### src/rtl/trd_pkg.sv
// ----------------------------------------------------------------------------
// trd_pkg: shared types and constants of the TGA run-length decoder
// Field widths, reset values, register indexes, the sequencer state type and
// the structs that travel between the front, the queue and the back.
// ----------------------------------------------------------------------------
package trd_pkg;

   localparam int MAX_PIXEL_BYTES_DEF = 4;
   localparam int QUEUE_DEPTH_DEF     = 2;

   localparam int BYTE_W    = 8;
   localparam int PIXEL_W   = 32;
   localparam int REPEAT_W  = 8;
   localparam int BPP_W     = 3;
   localparam int TOTAL_W   = 32;
   localparam int CSR_IDX_W = 1;
   localparam int CSR_DAT_W = 32;
   localparam int POS_W     = 2;

   localparam int RUN_FLAG_BIT = 7;

   localparam logic [BPP_W-1:0]   BPP_RESET   = 3'd3;
   localparam logic [TOTAL_W-1:0] TOTAL_RESET = 32'd1;

   // register indexes of the configuration port
   localparam logic [CSR_IDX_W-1:0] CSR_BYTES_PER_PIXEL = 1'b0;
   localparam logic [CSR_IDX_W-1:0] CSR_TOTAL_PIXELS    = 1'b1;

   typedef enum logic [1:0] {
      PH_HEADER,
      PH_PIXEL,
      PH_STOPPED
   } phase_type;

   // one input byte after classification
   typedef struct packed {
      logic [BYTE_W-1:0]   data_byte;
      logic                start_image;
      logic                is_run;
      logic [REPEAT_W-1:0] count;
   } entry_type;

   typedef struct packed {
      logic                 we;
      logic [CSR_IDX_W-1:0] index;
      logic [CSR_DAT_W-1:0] wdata;
   } csr_type;

   typedef struct packed {
      logic full;
      logic empty;
   } queue_status_type;

   typedef struct packed {
      phase_type          phase;
      logic [TOTAL_W-1:0] total;
      logic [TOTAL_W-1:0] remaining;
      logic               last_fire;
   } back_status_type;

endpackage

### src/rtl/trd_if.sv
// ----------------------------------------------------------------------------
// trd_if: valid/ready channels of the TGA run-length decoder
// Byte request channel and pixel response channel, each with a source and a
// sink modport.
// ----------------------------------------------------------------------------
interface trd_req_if;
   logic                       valid;
   logic                       ready;
   logic [trd_pkg::BYTE_W-1:0] data_byte;
   logic                       start_image;

   modport source (output valid, output data_byte, output start_image, input ready);
   modport sink   (input valid, input data_byte, input start_image, output ready);
endinterface

interface trd_rsp_if;
   logic                         valid;
   logic                         ready;
   logic [trd_pkg::PIXEL_W-1:0]  pixel_value;
   logic [trd_pkg::REPEAT_W-1:0] repeat_count;
   logic                         status;
   logic                         last;

   modport source (output valid, output pixel_value, output repeat_count,
                   output status, output last, input ready);
   modport sink   (input valid, input pixel_value, input repeat_count,
                   input status, input last, output ready);
endinterface

### src/rtl/trd_front.sv
// ----------------------------------------------------------------------------
// trd_front: byte intake of the TGA run-length decoder
// Accepts one byte per cycle unless the queue stalls it, decodes the packet
// header fields it would carry and holds the classified byte for the queue.
// ----------------------------------------------------------------------------
module trd_front (
   input  logic               clock,
   input  logic               reset,
   trd_req_if.sink            req,
   output logic               out_valid,
   input  logic               out_ready,
   output trd_pkg::entry_type out_entry
);

   logic               valid_ff;
   logic               valid_in;
   trd_pkg::entry_type entry_ff;
   trd_pkg::entry_type entry_in;
   logic               take;

   assign req.ready = !valid_ff || out_ready;
   assign take      = req.valid && req.ready;

   always_comb begin
      entry_in             = entry_ff;
      valid_in             = valid_ff && !out_ready;
      if (take) begin
         valid_in             = 1'b1;
         entry_in.data_byte   = req.data_byte;
         entry_in.start_image = req.start_image;
         entry_in.is_run      = req.data_byte[trd_pkg::RUN_FLAG_BIT];
         entry_in.count       = {1'b0, req.data_byte[trd_pkg::RUN_FLAG_BIT-1:0]}
                                + trd_pkg::REPEAT_W'(1);
      end
   end

   always_ff @(posedge clock) begin
      if (reset) begin
         valid_ff <= 1'b0;
      end else begin
         valid_ff <= valid_in;
      end
      entry_ff <= entry_in;
   end

   assign out_valid = valid_ff;
   assign out_entry = entry_ff;

endmodule

### src/rtl/trd_queue.sv
// ----------------------------------------------------------------------------
// trd_queue: classified-byte queue of the TGA run-length decoder
// Small FIFO that lets the intake and the decoding sequencer stall apart.
// DEPTH from 2 up.
// ----------------------------------------------------------------------------
module trd_queue #(
   parameter int DEPTH = trd_pkg::QUEUE_DEPTH_DEF
) (
   input  logic                      clock,
   input  logic                      reset,
   input  logic                      push_valid,
   output logic                      push_ready,
   input  trd_pkg::entry_type        push_entry,
   output logic                      pop_valid,
   input  logic                      pop,
   output trd_pkg::entry_type        pop_entry,
   output trd_pkg::queue_status_type status
);

   localparam int PTR_W = $clog2(DEPTH);
   localparam int CNT_W = $clog2(DEPTH + 1);
   localparam logic [PTR_W-1:0] LAST_PTR = PTR_W'(DEPTH - 1);
   localparam logic [CNT_W-1:0] FULL_CNT = CNT_W'(DEPTH);

   trd_pkg::entry_type mem_ff [DEPTH];
   logic [PTR_W-1:0]   wr_ptr_ff, wr_ptr_in;
   logic [PTR_W-1:0]   rd_ptr_ff, rd_ptr_in;
   logic [CNT_W-1:0]   cnt_ff, cnt_in;
   logic               do_push, do_pop;

   assign push_ready = (cnt_ff != FULL_CNT);
   assign pop_valid  = (cnt_ff != '0);
   assign do_push    = push_valid && push_ready;
   assign do_pop     = pop && pop_valid;
   assign pop_entry  = mem_ff[rd_ptr_ff];

   always_comb begin
      wr_ptr_in = wr_ptr_ff;
      rd_ptr_in = rd_ptr_ff;
      cnt_in    = cnt_ff;
      if (do_push) begin
         wr_ptr_in = (wr_ptr_ff == LAST_PTR) ? '0 : wr_ptr_ff + PTR_W'(1);
      end
      if (do_pop) begin
         rd_ptr_in = (rd_ptr_ff == LAST_PTR) ? '0 : rd_ptr_ff + PTR_W'(1);
      end
      if (do_push && !do_pop) begin
         cnt_in = cnt_ff + CNT_W'(1);
      end else if (do_pop && !do_push) begin
         cnt_in = cnt_ff - CNT_W'(1);
      end
   end

   always_ff @(posedge clock) begin
      if (reset) begin
         wr_ptr_ff <= '0;
         rd_ptr_ff <= '0;
         cnt_ff    <= '0;
      end else begin
         wr_ptr_ff <= wr_ptr_in;
         rd_ptr_ff <= rd_ptr_in;
         cnt_ff    <= cnt_in;
      end
      if (do_push) begin
         mem_ff[wr_ptr_ff] <= push_entry;
      end
   end

   assign status.full  = !push_ready;
   assign status.empty = !pop_valid;

endmodule

### src/rtl/trd_back.sv
// ----------------------------------------------------------------------------
// trd_back: decoding sequencer of the TGA run-length decoder
// Holds the configuration registers and the packet state, gathers pixel
// bytes, counts pixels against the image total and drives the result register.
// ----------------------------------------------------------------------------
module trd_back #(
   parameter int MAX_PIXEL_BYTES = trd_pkg::MAX_PIXEL_BYTES_DEF
) (
   input  logic                     clock,
   input  logic                     reset,
   input  trd_pkg::csr_type         csr,
   input  logic                     in_valid,
   output logic                     in_pop,
   input  trd_pkg::entry_type       in_entry,
   trd_rsp_if.source                rsp,
   output trd_pkg::back_status_type status
);

   localparam int GW = 8 * MAX_PIXEL_BYTES;
   localparam logic [trd_pkg::BPP_W-1:0] MAX_BYTES = trd_pkg::BPP_W'(MAX_PIXEL_BYTES);

   localparam int RW = trd_pkg::REPEAT_W;
   localparam int TW = trd_pkg::TOTAL_W;

   trd_pkg::phase_type           phase_ff, phase_in, eff_phase;
   logic [trd_pkg::BPP_W-1:0]    bpp_ff, bpp_in;
   logic [TW-1:0]                total_ff, total_in;
   logic                         is_run_ff, is_run_in;
   logic [RW-1:0]                left_ff, left_in;
   logic [trd_pkg::POS_W-1:0]    pos_ff, pos_in;
   logic [GW-1:0]                gather_ff, gather_in;
   logic [TW-1:0]                done_ff, done_in;
   logic [TW-1:0]                rem_ff, rem_in;
   logic                         rsp_valid_ff, rsp_valid_in;
   logic [trd_pkg::PIXEL_W-1:0]  value_ff, value_in;
   logic [RW-1:0]                rep_ff, rep_in;
   logic                         status_ff, status_in;
   logic                         last_ff, last_in;

   logic                         out_free, step, emit;
   logic [trd_pkg::BPP_W-1:0]    n_bytes;
   logic [TW-1:0]                eff_rem;
   logic                         hdr_overrun, pixel_end;
   logic [RW-1:0]                rep_raw, rep_clip, left_after;
   logic                         pix_st, pix_last;
   logic [GW-1:0]                gather_new;

   assign out_free = !rsp_valid_ff || rsp.ready;
   assign step     = in_valid && out_free;
   assign in_pop   = step;

   // start_image restarts the image before the byte is looked at
   assign eff_phase = in_entry.start_image ? trd_pkg::PH_HEADER : phase_ff;
   assign eff_rem   = in_entry.start_image ? total_ff : rem_ff;

   always_comb begin
      priority if (bpp_ff == '0) begin
         n_bytes = trd_pkg::BPP_W'(1);
      end else if (bpp_ff > MAX_BYTES) begin
         n_bytes = MAX_BYTES;
      end else begin
         n_bytes = bpp_ff;
      end
   end

   always_comb begin
      gather_new = gather_ff;
      for (int k = 0; k < MAX_PIXEL_BYTES; k++) begin
         if (pos_ff == trd_pkg::POS_W'(k)) begin
            gather_new[8*k +: 8] = in_entry.data_byte;
         end
      end
   end

   assign hdr_overrun = !in_entry.is_run && ({{(TW-RW){1'b0}}, in_entry.count} > eff_rem);
   assign pixel_end   = ({1'b0, pos_ff} + trd_pkg::BPP_W'(1)) >= n_bytes;
   assign rep_raw     = is_run_ff ? left_ff : RW'(1);
   assign pix_st      = {{(TW-RW){1'b0}}, rep_raw} > rem_ff;
   assign pix_last    = {{(TW-RW){1'b0}}, rep_raw} >= rem_ff;
   assign rep_clip    = pix_st ? rem_ff[RW-1:0] : rep_raw;
   assign left_after  = (is_run_ff || pix_st) ? '0 : left_ff - RW'(1);

   // next state
   always_comb begin
      phase_in = phase_ff;
      if (step) begin
         unique case (eff_phase)
            trd_pkg::PH_HEADER: begin
               phase_in = hdr_overrun ? trd_pkg::PH_STOPPED : trd_pkg::PH_PIXEL;
            end
            trd_pkg::PH_PIXEL: begin
               priority if (!pixel_end) begin
                  phase_in = trd_pkg::PH_PIXEL;
               end else if (pix_last) begin
                  phase_in = trd_pkg::PH_STOPPED;
               end else if (left_after == '0) begin
                  phase_in = trd_pkg::PH_HEADER;
               end else begin
                  phase_in = trd_pkg::PH_PIXEL;
               end
            end
            default: begin
               phase_in = eff_phase;
            end
         endcase
      end
   end

   // datapath and result
   always_comb begin
      bpp_in    = bpp_ff;
      total_in  = total_ff;
      is_run_in = is_run_ff;
      left_in   = left_ff;
      pos_in    = pos_ff;
      gather_in = gather_ff;
      done_in   = done_ff;
      rem_in    = rem_ff;
      value_in  = value_ff;
      rep_in    = rep_ff;
      status_in = status_ff;
      last_in   = last_ff;
      emit      = 1'b0;

      if (step) begin
         if (in_entry.start_image) begin
            done_in   = '0;
            rem_in    = total_ff;
            is_run_in = 1'b0;
            left_in   = '0;
            pos_in    = '0;
            gather_in = '0;
         end
         unique case (eff_phase)
            trd_pkg::PH_HEADER: begin
               is_run_in = in_entry.is_run;
               if (hdr_overrun) begin
                  left_in   = '0;
                  emit      = 1'b1;
                  value_in  = '0;
                  rep_in    = '0;
                  status_in = 1'b1;
                  last_in   = 1'b1;
               end else begin
                  left_in   = in_entry.count;
                  pos_in    = '0;
                  gather_in = '0;
               end
            end
            trd_pkg::PH_PIXEL: begin
               if (!pixel_end) begin
                  pos_in    = pos_ff + trd_pkg::POS_W'(1);
                  gather_in = gather_new;
               end else begin
                  pos_in    = '0;
                  gather_in = '0;
                  left_in   = left_after;
                  done_in   = done_ff + {{(TW-RW){1'b0}}, rep_clip};
                  rem_in    = rem_ff - {{(TW-RW){1'b0}}, rep_clip};
                  emit      = 1'b1;
                  value_in  = trd_pkg::PIXEL_W'(gather_new);
                  rep_in    = rep_clip;
                  status_in = pix_st;
                  last_in   = pix_last;
               end
            end
            default: begin
               emit = 1'b0;
            end
         endcase
      end

      if (csr.we) begin
         unique case (csr.index)
            trd_pkg::CSR_BYTES_PER_PIXEL: begin
               bpp_in = csr.wdata[trd_pkg::BPP_W-1:0];
            end
            trd_pkg::CSR_TOTAL_PIXELS: begin
               total_in = csr.wdata[TW-1:0];
               rem_in   = (done_ff >= csr.wdata[TW-1:0]) ? '0 : csr.wdata[TW-1:0] - done_ff;
            end
            default: begin
               bpp_in = bpp_ff;
            end
         endcase
      end

      rsp_valid_in = emit ? 1'b1 : (rsp_valid_ff && !rsp.ready);
   end

   always_ff @(posedge clock) begin
      if (reset) begin
         phase_ff     <= trd_pkg::PH_HEADER;
         bpp_ff       <= trd_pkg::BPP_RESET;
         total_ff     <= trd_pkg::TOTAL_RESET;
         is_run_ff    <= 1'b0;
         left_ff      <= '0;
         pos_ff       <= '0;
         gather_ff    <= '0;
         done_ff      <= '0;
         rem_ff       <= trd_pkg::TOTAL_RESET;
         rsp_valid_ff <= 1'b0;
      end else begin
         phase_ff     <= phase_in;
         bpp_ff       <= bpp_in;
         total_ff     <= total_in;
         is_run_ff    <= is_run_in;
         left_ff      <= left_in;
         pos_ff       <= pos_in;
         gather_ff    <= gather_in;
         done_ff      <= done_in;
         rem_ff       <= rem_in;
         rsp_valid_ff <= rsp_valid_in;
      end
      value_ff  <= value_in;
      rep_ff    <= rep_in;
      status_ff <= status_in;
      last_ff   <= last_in;
   end

   assign rsp.valid        = rsp_valid_ff;
   assign rsp.pixel_value  = value_ff;
   assign rsp.repeat_count = rep_ff;
   assign rsp.status       = status_ff;
   assign rsp.last         = last_ff;

   assign status.phase     = phase_ff;
   assign status.total     = total_ff;
   assign status.remaining = rem_ff;
   assign status.last_fire = emit && last_in;

endmodule

### src/rtl/tga_rle_decoder_core.sv
// ----------------------------------------------------------------------------
// tga_rle_decoder_core: TGA run-length pixel stream decoder
// Turns the compressed pixel stream of a TGA image, one byte per transaction,
// into pixel values with repeat counts, and flags completion and overruns.
// ----------------------------------------------------------------------------
//
//  channel   direction  payload                                   handshake
//  req_bus   in         data_byte[7:0], start_image               valid/ready
//  rsp_bus   out        pixel_value[31:0], repeat_count[7:0],     valid/ready
//                       status, last
//  csr_*     in         csr_index[0], csr_wdata[31:0]             csr_we
//
//  Bytes are accepted and decoded one per cycle unless a stall reaches the
//  intake; the decoding sequencer retires one queued byte each cycle that
//  the result register is free. After its last byte is accepted, a result
//  passes through the intake register and the queue before the sequencer
//  loads the result register.
//  Reset is synchronous; it empties the pipeline, loads the register defaults
//  and makes the next byte a packet header.
//  A stalled response side fills the queue, then the intake register, then
//  drops req_bus.ready.
//
module tga_rle_decoder_core #(
   parameter int MAX_PIXEL_BYTES = trd_pkg::MAX_PIXEL_BYTES_DEF,
   parameter int QUEUE_DEPTH     = trd_pkg::QUEUE_DEPTH_DEF
) (
   input  logic                            clock,
   input  logic                            reset,
   trd_req_if.sink                         req_bus,
   trd_rsp_if.source                       rsp_bus,
   input  logic                            csr_we,
   input  logic [trd_pkg::CSR_IDX_W-1:0]   csr_index,
   input  logic [trd_pkg::CSR_DAT_W-1:0]   csr_wdata
);

   // intake -> queue
   logic                      front_valid;
   logic                      front_ready;
   trd_pkg::entry_type        front_entry;

   // queue -> sequencer
   logic                      queue_valid;
   logic                      queue_pop;
   trd_pkg::entry_type        queue_entry;
   trd_pkg::queue_status_type queue_status;

   trd_pkg::csr_type          csr;
   trd_pkg::back_status_type  back_status;

   assign csr.we    = csr_we;
   assign csr.index = csr_index;
   assign csr.wdata = csr_wdata;

   // classify each byte as it arrives
   trd_front u_front (
      .clock     (clock),
      .reset     (reset),
      .req       (req_bus),
      .out_valid (front_valid),
      .out_ready (front_ready),
      .out_entry (front_entry)
   );

   // decouple intake from decoding
   trd_queue #(
      .DEPTH (QUEUE_DEPTH)
   ) u_queue (
      .clock      (clock),
      .reset      (reset),
      .push_valid (front_valid),
      .push_ready (front_ready),
      .push_entry (front_entry),
      .pop_valid  (queue_valid),
      .pop        (queue_pop),
      .pop_entry  (queue_entry),
      .status     (queue_status)
   );

   // decode packets, count pixels, drive the result register
   trd_back #(
      .MAX_PIXEL_BYTES (MAX_PIXEL_BYTES)
   ) u_back (
      .clock    (clock),
      .reset    (reset),
      .csr      (csr),
      .in_valid (queue_valid),
      .in_pop   (queue_pop),
      .in_entry (queue_entry),
      .rsp      (rsp_bus),
      .status   (back_status)
   );

`ifndef SYNTHESIS
   // the remaining pixel count never exceeds the image total
   assert property (@(posedge clock) disable iff (reset)
      back_status.remaining <= back_status.total)
      else $error("remaining pixel count above image total");

   // a result that ends the image stops the decoder
   assert property (@(posedge clock) disable iff (reset)
      back_status.last_fire |=> (back_status.phase == trd_pkg::PH_STOPPED))
      else $error("decoder not stopped after last result");

   // the queue cannot be full and empty at once
   assert property (@(posedge clock) disable iff (reset)
      !(queue_status.full && queue_status.empty))
      else $error("queue reports full and empty");
`endif

endmodule

### src/flat_wrapper.sv
// flat-port wrapper written by rule: the top's interface ports become plain ports
module tga_rle_decoder_core_flat 
#(
   parameter int MAX_PIXEL_BYTES = trd_pkg::MAX_PIXEL_BYTES_DEF,
   parameter int QUEUE_DEPTH     = trd_pkg::QUEUE_DEPTH_DEF
)
  (clock, reset, csr_we, csr_index, csr_wdata, req_bus_valid, req_bus_data_byte, req_bus_start_image, req_bus_ready, rsp_bus_valid, rsp_bus_pixel_value, rsp_bus_repeat_count, rsp_bus_status, rsp_bus_last, rsp_bus_ready);
  trd_req_if req_bus_i ();
  trd_rsp_if rsp_bus_i ();
  input  logic clock;
  input  logic reset;
  input  logic csr_we;
  input  logic [trd_pkg::CSR_IDX_W-1:0] csr_index;
  input  logic [trd_pkg::CSR_DAT_W-1:0] csr_wdata;
  input wire logic [$bits(req_bus_i.valid)-1:0] req_bus_valid;
  input wire logic [$bits(req_bus_i.data_byte)-1:0] req_bus_data_byte;
  input wire logic [$bits(req_bus_i.start_image)-1:0] req_bus_start_image;
  output wire logic [$bits(req_bus_i.ready)-1:0] req_bus_ready;
  output wire logic [$bits(rsp_bus_i.valid)-1:0] rsp_bus_valid;
  output wire logic [$bits(rsp_bus_i.pixel_value)-1:0] rsp_bus_pixel_value;
  output wire logic [$bits(rsp_bus_i.repeat_count)-1:0] rsp_bus_repeat_count;
  output wire logic [$bits(rsp_bus_i.status)-1:0] rsp_bus_status;
  output wire logic [$bits(rsp_bus_i.last)-1:0] rsp_bus_last;
  input wire logic [$bits(rsp_bus_i.ready)-1:0] rsp_bus_ready;
  assign req_bus_i.valid = req_bus_valid;
  assign req_bus_i.data_byte = req_bus_data_byte;
  assign req_bus_i.start_image = req_bus_start_image;
  assign req_bus_ready = req_bus_i.ready;
  assign rsp_bus_valid = rsp_bus_i.valid;
  assign rsp_bus_pixel_value = rsp_bus_i.pixel_value;
  assign rsp_bus_repeat_count = rsp_bus_i.repeat_count;
  assign rsp_bus_status = rsp_bus_i.status;
  assign rsp_bus_last = rsp_bus_i.last;
  assign rsp_bus_i.ready = rsp_bus_ready;
  tga_rle_decoder_core #(.MAX_PIXEL_BYTES(MAX_PIXEL_BYTES), .QUEUE_DEPTH(QUEUE_DEPTH)) u_core (.clock(clock), .reset(reset), .req_bus(req_bus_i), .rsp_bus(rsp_bus_i), .csr_we(csr_we), .csr_index(csr_index), .csr_wdata(csr_wdata));
endmodule
### config.mk
export PLATFORM = sky130hd
export DESIGN_NAME = tga_rle_decoder_core_flat
export DESIGN_NICKNAME = d
export VERILOG_FILES = /design/src/rtl/trd_pkg.sv /design/src/rtl/trd_if.sv /design/src/rtl/trd_front.sv /design/src/rtl/trd_queue.sv /design/src/rtl/trd_back.sv /design/src/rtl/tga_rle_decoder_core.sv /design/src/flat_wrapper.sv
export SDC_FILE = /design/constraint.sdc
export NUM_CORES = 1
export LEC_CHECK = 0
export BUFFER_PORTS_ARGS = -buffer_cell sky130_fd_sc_hd__buf_2
export CAP_MARGIN = 40
export CORE_MARGIN = 1.5
export CORE_UTILIZATION = 45
export DETAILED_ROUTE_END_ITERATION = 12
export PLACE_DENSITY = 0.64
export SLEW_MARGIN = 20
export SYNTH_ARGS = -nofsm -noshare
export SYNTH_HDL_FRONTEND = slang
export SYNTH_SLANG_ARGS = --single-unit
### constraint.sdc
create_clock -name clock -period 10.5 [get_ports clock]
set_clock_uncertainty 0.05 [all_clocks]
set_input_delay 2.1 -clock clock [delete_from_list [all_inputs] [get_ports clock]]
set_output_delay 2.1 -clock clock [all_outputs]
set_load 0.01 [all_outputs]
* Word level (Yosys, flattened, before mapping)
Memories as Yosys holds them, arrays and structs flattened. A register that Yosys moved wholly into a read port is not among the register bits.
Index checks and enable logic that the tools add are counted.
W data, S select, Z words.
** Operators by class
- $add $sub $neg :: 11
- Multipliers :: 0
- Div/mod/pow operators :: 0
- $lt $le $gt $ge :: 6
- Eq/ne operators :: 7
- Shift operators :: 0
- Muxes and demuxes :: 64
- Bitwise logic cells :: 1
- Reduce and logical (&&, ||, !) cells :: 31
** Operators by type and width (number)
- $mux W32 :: 15
- $pmux W32 S2 :: 2
- $mux W8 :: 12
- $gt A8 B32 Y1 :: 2
- $add A32 B8 Y32 :: 1
- $ge A32 B32 Y1 :: 1
- $ge A8 B32 Y1 :: 1
- $pmux W8 S2 :: 2
- $sub A32 B32 Y32 :: 1
- $sub A32 B8 Y32 :: 1
- $mux W2 :: 9
- $mux W1 :: 17
- $logic_and A1 B1 Y1 :: 9
- $add A7 B1 Y8 const B :: 1
- $logic_not A8 Y1 :: 1
- $pmux W2 S2 :: 2
- $reduce_bool A2 Y1 :: 4
- $sub A8 B1 Y8 const B :: 1
- $logic_not A1 Y1 :: 7
- $mux W3 :: 2
- $ne A2 B2 Y1 const B :: 3
- $pmux W1 S2 :: 3
- $reduce_and A2 Y1 :: 3
- $add A2 B1 Y2 const B :: 2
- 12 further kinds :: 18
** Word-level totals
- Bits in registers :: 210
- Latch bits :: 0
- Bits in writable memories :: 36
- Memory bits (read-only) :: 0
- Input port bits :: 47
- Output and inout port bits :: 44
- Memories kept :: 1
** Memories
- u_core.u_queue.mem_ff :: words 2, width 18, rd ports 1, clocked after memory_dff 1, write ports 1, RTL line trd_queue.sv:25 : trd_pkg::entry_type mem_ff [DEPTH];

* Longest topological paths before layout
- Depth in word-level cells :: 9
- Mapped depth :: 21

* Cells and area by module
Synthesis repeated with hierarchy kept, for this count alone.
** Unflattened totals
- Cell total of the unflattened synthesis :: 1588
- Area total of the unflattened synthesis :: 14186.1 um^2
** Modules (own cells, without submodules)
- trd_back :: instances 1, cells each 1467, area each 11992.8 um^2, seq. area each 4154.0 um^2
- trd_queue :: instances 1, cells each 83, area each 1527.7 um^2, seq. area each 1181.1 um^2
- trd_front :: instances 1, cells each 38, area each 665.6 um^2, seq. area each 530.5 um^2

* Least setup slack after synthesis
OpenSTA, ideal clock, no wires.
- Path type :: input to register
- Start point :: input port rsp_bus_ready
- End point :: register u_core.u_back.last_ff (netlist: u_core.u_back.rsp.last), enable pin
- Library setup time :: 442 ps
- Arrival time :: 5183 ps
- Data required time :: 10008 ps
- Path slack :: 4825 ps
- Stages on the path :: 8
- Path buffers :: 1
- Path through :: nand2b_1 > o21a_1 > clkbuf_1 > inv_1 > a21oi_1 > a21boi_0 > nor2_1 > nor2_1
** On the way
- Longest elaborated chain between the ends :: 3
** Ends and longest elaborated chain
- start, declared :: RTL line flat_wrapper.sv:24 : input wire logic [$bits(rsp_bus_i.ready)-1:0] rsp_bus_ready;
- $logic_or A1 B1 Y1 :: RTL line trd_back.sv:48 : assign out_free = !rsp_valid_ff || rsp.ready;
- $logic_and A1 B1 Y1 :: RTL line trd_back.sv:49 : assign step = in_valid && out_free;
- $reduce_and A4 Y1 (no line)
- end signal, assigned :: RTL line trd_back.sv:218 : last_ff <= last_in;
- end, declared :: RTL line trd_back.sv:38 : logic last_ff, last_in;
No other way between the ends.
A chain may end at the register's enable or synchronous reset.

* Final worst setup path
- Start point :: input port csr_wdata[0] in the netlist's numbering
- End point :: register u_core.u_back.rem_ff[26]
** On the way
- Longest elaborated chain between the ends :: 4
- Elaborated cells on any way between the ends :: 5
** Ends and longest elaborated chain
- start, declared :: RTL line flat_wrapper.sv:14 : input logic [trd_pkg::CSR_DAT_W-1:0] csr_wdata;
- $sub A32 B32 Y32 / $ge A32 B32 Y1 (equally long branches) :: RTL line trd_back.sv:180 : rem_in = (done_ff >= csr.wdata[TW-1:0]) ? '0 : csr.wdata[TW-1:0] - done_ff;
- $mux W32 (*) :: RTL line trd_back.sv:180
- $mux W32 (*) :: RTL line trd_back.sv:174 : unique case (csr.index)
- $mux W32 (*) :: RTL line trd_back.sv:173 : if (csr.we) begin
- end signal, assigned :: RTL line trd_back.sv:201 : rem_ff <= trd_pkg::TOTAL_RESET;
- end signal, assigned :: RTL line trd_back.sv:212 : rem_ff <= rem_in;
- end, declared :: RTL line trd_back.sv:33 : logic [TW-1:0] rem_ff, rem_in;
Every way passes the cells marked *; elsewhere a longest branch is shown, timed or not.

==> results.json <==
{
  "status": "finished, final reports clean",
  "gp_congestion": 0.9077,
  "fin_tns_setup_ns": 0,
  "cts.sinks": 244,
  "synth.distinct_cells": 73,
  "htree_levels": 1,
  "hold_viol": 0,
  "arrival_ns": 5.83,
  "vias": 11863,
  "avgRoutedWirePerCell_um": 19.15,
  "post_cts_buffers": 0,
  "p_sw_uw": 1320,
  "synth-edff-count": 93,
  "port_buffers": 90,
  "ctsResizeCount": 0,
  "start_util_pct": 45.84,
  "grt_overflow": 0,
  "slowest_stage": "o21ai_1",
  "cp-start-kind": "primary input",
  "cp-end-kind": "register",
  "stdcell_area_mm2": 0.01532,
  "r2r_slack_ns": 5.19,
  "dpl_worst_slack_ns": 4.680,
  "routed_wirelength_um": 38110,
  "hold_path_class": "reg -> reg",
  "path_max_fanout": 14,
  "power_frac_comb_pct": 36.9,
  "cts_tree": "done",
  "synth_nets": 1637,
  "synth-seq-cells": 244,
  "p_leak_uw": 0.005695,
  "slew_headroom_pct": 38.21,
  "required_ns": 10.92,
  "synth_common_cells": "162 x nor2_1, 151 x dfxtp_1, 147 x a21oi_1, 134 x nand2_1, 93 x edfxtp_1",
  "numCtsBuffers": 27,
  "synth.avg_cell_area_um2": 8.979,
  "clock.fmax_ghz": 0.1849,
  "cts_buffer_depth": 3,
  "antenna-diode-count": 0,
  "drt_iter0_markers": 971,
  "dieArea_mm2": 0.03124,
  "grt_max_degree": 62,
  "synth_top_area_share_pct": 22.25,
  "max_cap_violations": 0,
  "worstPathCellList": "buf_2 > inv_1 > ha_1 > inv_1 > fa_1 > a21o_1 > a311oi_1 > o41ai_2 > a31o_2 > a21oi_2 > o21ai_1 > nand2_1 > o21ai_0",
  "synth_top_area_cell": "dfxtp_1",
  "worst_pin_slew_ns": 0.9207,
  "p_int_uw": 2092,
  "slew_violations": 0,
  "die_y_um": 176.8,
  "grt_pass1_wl_um": 59750,
  "cp_common_cell": "inv_1",
  "power.density_mw_per_mm2": 222.7,
  "num-fill-cells": 2818,
  "grt_pass1_vias": 10937,
  "p_sw_share_pct": 38.69,
  "hold_buffers": 0,
  "max_stage_delay_ns": 0.74,
  "drt_first_pass_iters": 6,
  "via_per_inst": 5.961,
  "drtAntennaViolNets": 0,
  "grtUsageTotal_pct": 24.05,
  "vdd_drop_max_v": 0.0001224,
  "fin_crit_ns": 5.409,
  "total_power_uw": 3412,
  "rows": 63,
  "yosysWarnings": 0,
  "synthToLayoutAreaGrowth_pct": 12.78,
  "rsz0062_at_grt": "no",
  "grt_antenna_before_repair": 0,
  "synth_area_mm2": 0.01359,
  "cp.buffers_inverters": 3,
  "clockRootBuffer": "clkbuf_16",
  "ys_async_sr_fraction_pct": 0,
  "placed_area_mm2": 0.01443,
  "p_clk_share_pct": 27.9,
  "synth_flop_cell": "dfxtp_1",
  "clkLatencyLatePin_ns": 0.56,
  "synth_area_leaders": "dfxtp_1 22%, edfxtp_1 21%, ha_1 6.8%",
  "synth_seq_area_share_pct": 42.81,
  "nNetsFinal": 1703,
  "drc_errors": 0,
  "yosysMostFrequentCell": "nor2_1",
  "seq_power_share_pct": 35.2,
  "dpl.hpwl_um": 27020,
  "die_w_um": 176.8,
  "crit_type": "in -> reg",
  "setup_viol": 0,
  "layout-drive-gt1-share_pct": 12.06,
  "netlist_instances": 1513,
  "critical-path-top-delay-family": "compound AO/OA/AOI/OAI gates",
  "fin_ws_ns": 5.091,
  "ioPinCount": 91,
  "clkTransAtPathRegs_ns": 0.06,
  "fin_crit_sh_pct": 51.51,
  "core-area_mm2": 0.02964
}
[flip-flops by register name (all words and copies together), names as in the netlist, 3 cells and up, named ones only]
register,count
u_core.u_back.total_ff,32
u_core.u_back.gather_ff,32
u_core.u_back.rsp.repeat_count,8
u_core.u_queue.mem_ff,34
u_core.u_back.bpp_ff,3
u_core.u_back.left_ff,8
u_core.u_back.rem_ff,32
u_core.u_back.done_ff,32
u_core.u_front.out_entry,17
u_core.u_back.rsp.pixel_value,32
[per-layer routing]
layer / track usage, % / share of wire (%)
met1: 33.70 / 45
met2: 38.20 / 45
met3: 3.028 / 6.3
met4: 8.333 / 3.4
met5: 0 / 0
[per-stage QoR]
stage	cells	hold WS, ns	util (%)
final	1990	0.3889	51.70
after global routing	1990	0.4011	51.70
after CTS	1989	0.3847	51.66
after detailed placement	1939	0.3796	48.68
after global placement	1934	0.3761	48.45
after floorplan	1513	0.3715	-
[area by class of cell]
cell class | instances | area [um^2] | area share (%)
clock buffer | 37 | 743.2 | 4.851
tap | 390 | 488.0 | 3.185
clock inverter | 13 | 138.9 | 0.9064
sequential | 244 | 5816 | 37.96
multi-input combinational | 1120 | 7194 | 46.95
inverter | 71 | 266.5 | 1.739
timing repair buffer | 115 | 675.6 | 4.410
[cells by family after synthesis]
family / after synthesis / synth area share (%)
XOR/XNOR: 48 / 3.094
adder cells (fa/ha/maj): 77 / 7.257
multiplexers: 34 / 2.597
flip-flops: 244 / 42.81
AO/OA/AOI/OAI: 466 / 22.69
buffers and inverters: 149 / 4.365
AND/OR/NAND/NOR: 495 / 17.19
[final timing paths]
check,from,depth (start not counted),end
worst max-delay path,csr_wdata[0],13,u_core.u_back.rem_ff[26]
worst min-delay path,u_core.u_front.out_entry[14],0,u_core.u_queue.mem_ff[1][14]
worst max register to register,u_core.u_back.rem_ff[19],18,u_core.u_back.rem_ff[26]
worst min register to register,u_core.u_front.out_entry[14],0,u_core.u_queue.mem_ff[1][14]
[layout by cell type, fill, tap and decap left out, types with 44 or more instances in the layout]
master and count:
nor2_1 159, dfxtp_1 151, a21oi_1 147, nand2_1 134
edfxtp_1 93, buf_2 91, ha_1 74, inv_1 71
o21ai_0 59, a211oi_1 44
[power by group through the flow]
stage	sequential (uW)	combinational (uW)	clock, uW
after floorplan	1210	877	0
after global placement	1220	1190	0
after detailed placement	1220	1230	0
after CTS	1200	1240	962
after global routing	1210	1380	1000
final	1200	1260	951
No activity file was read; power rests on OpenSTA's default activity.
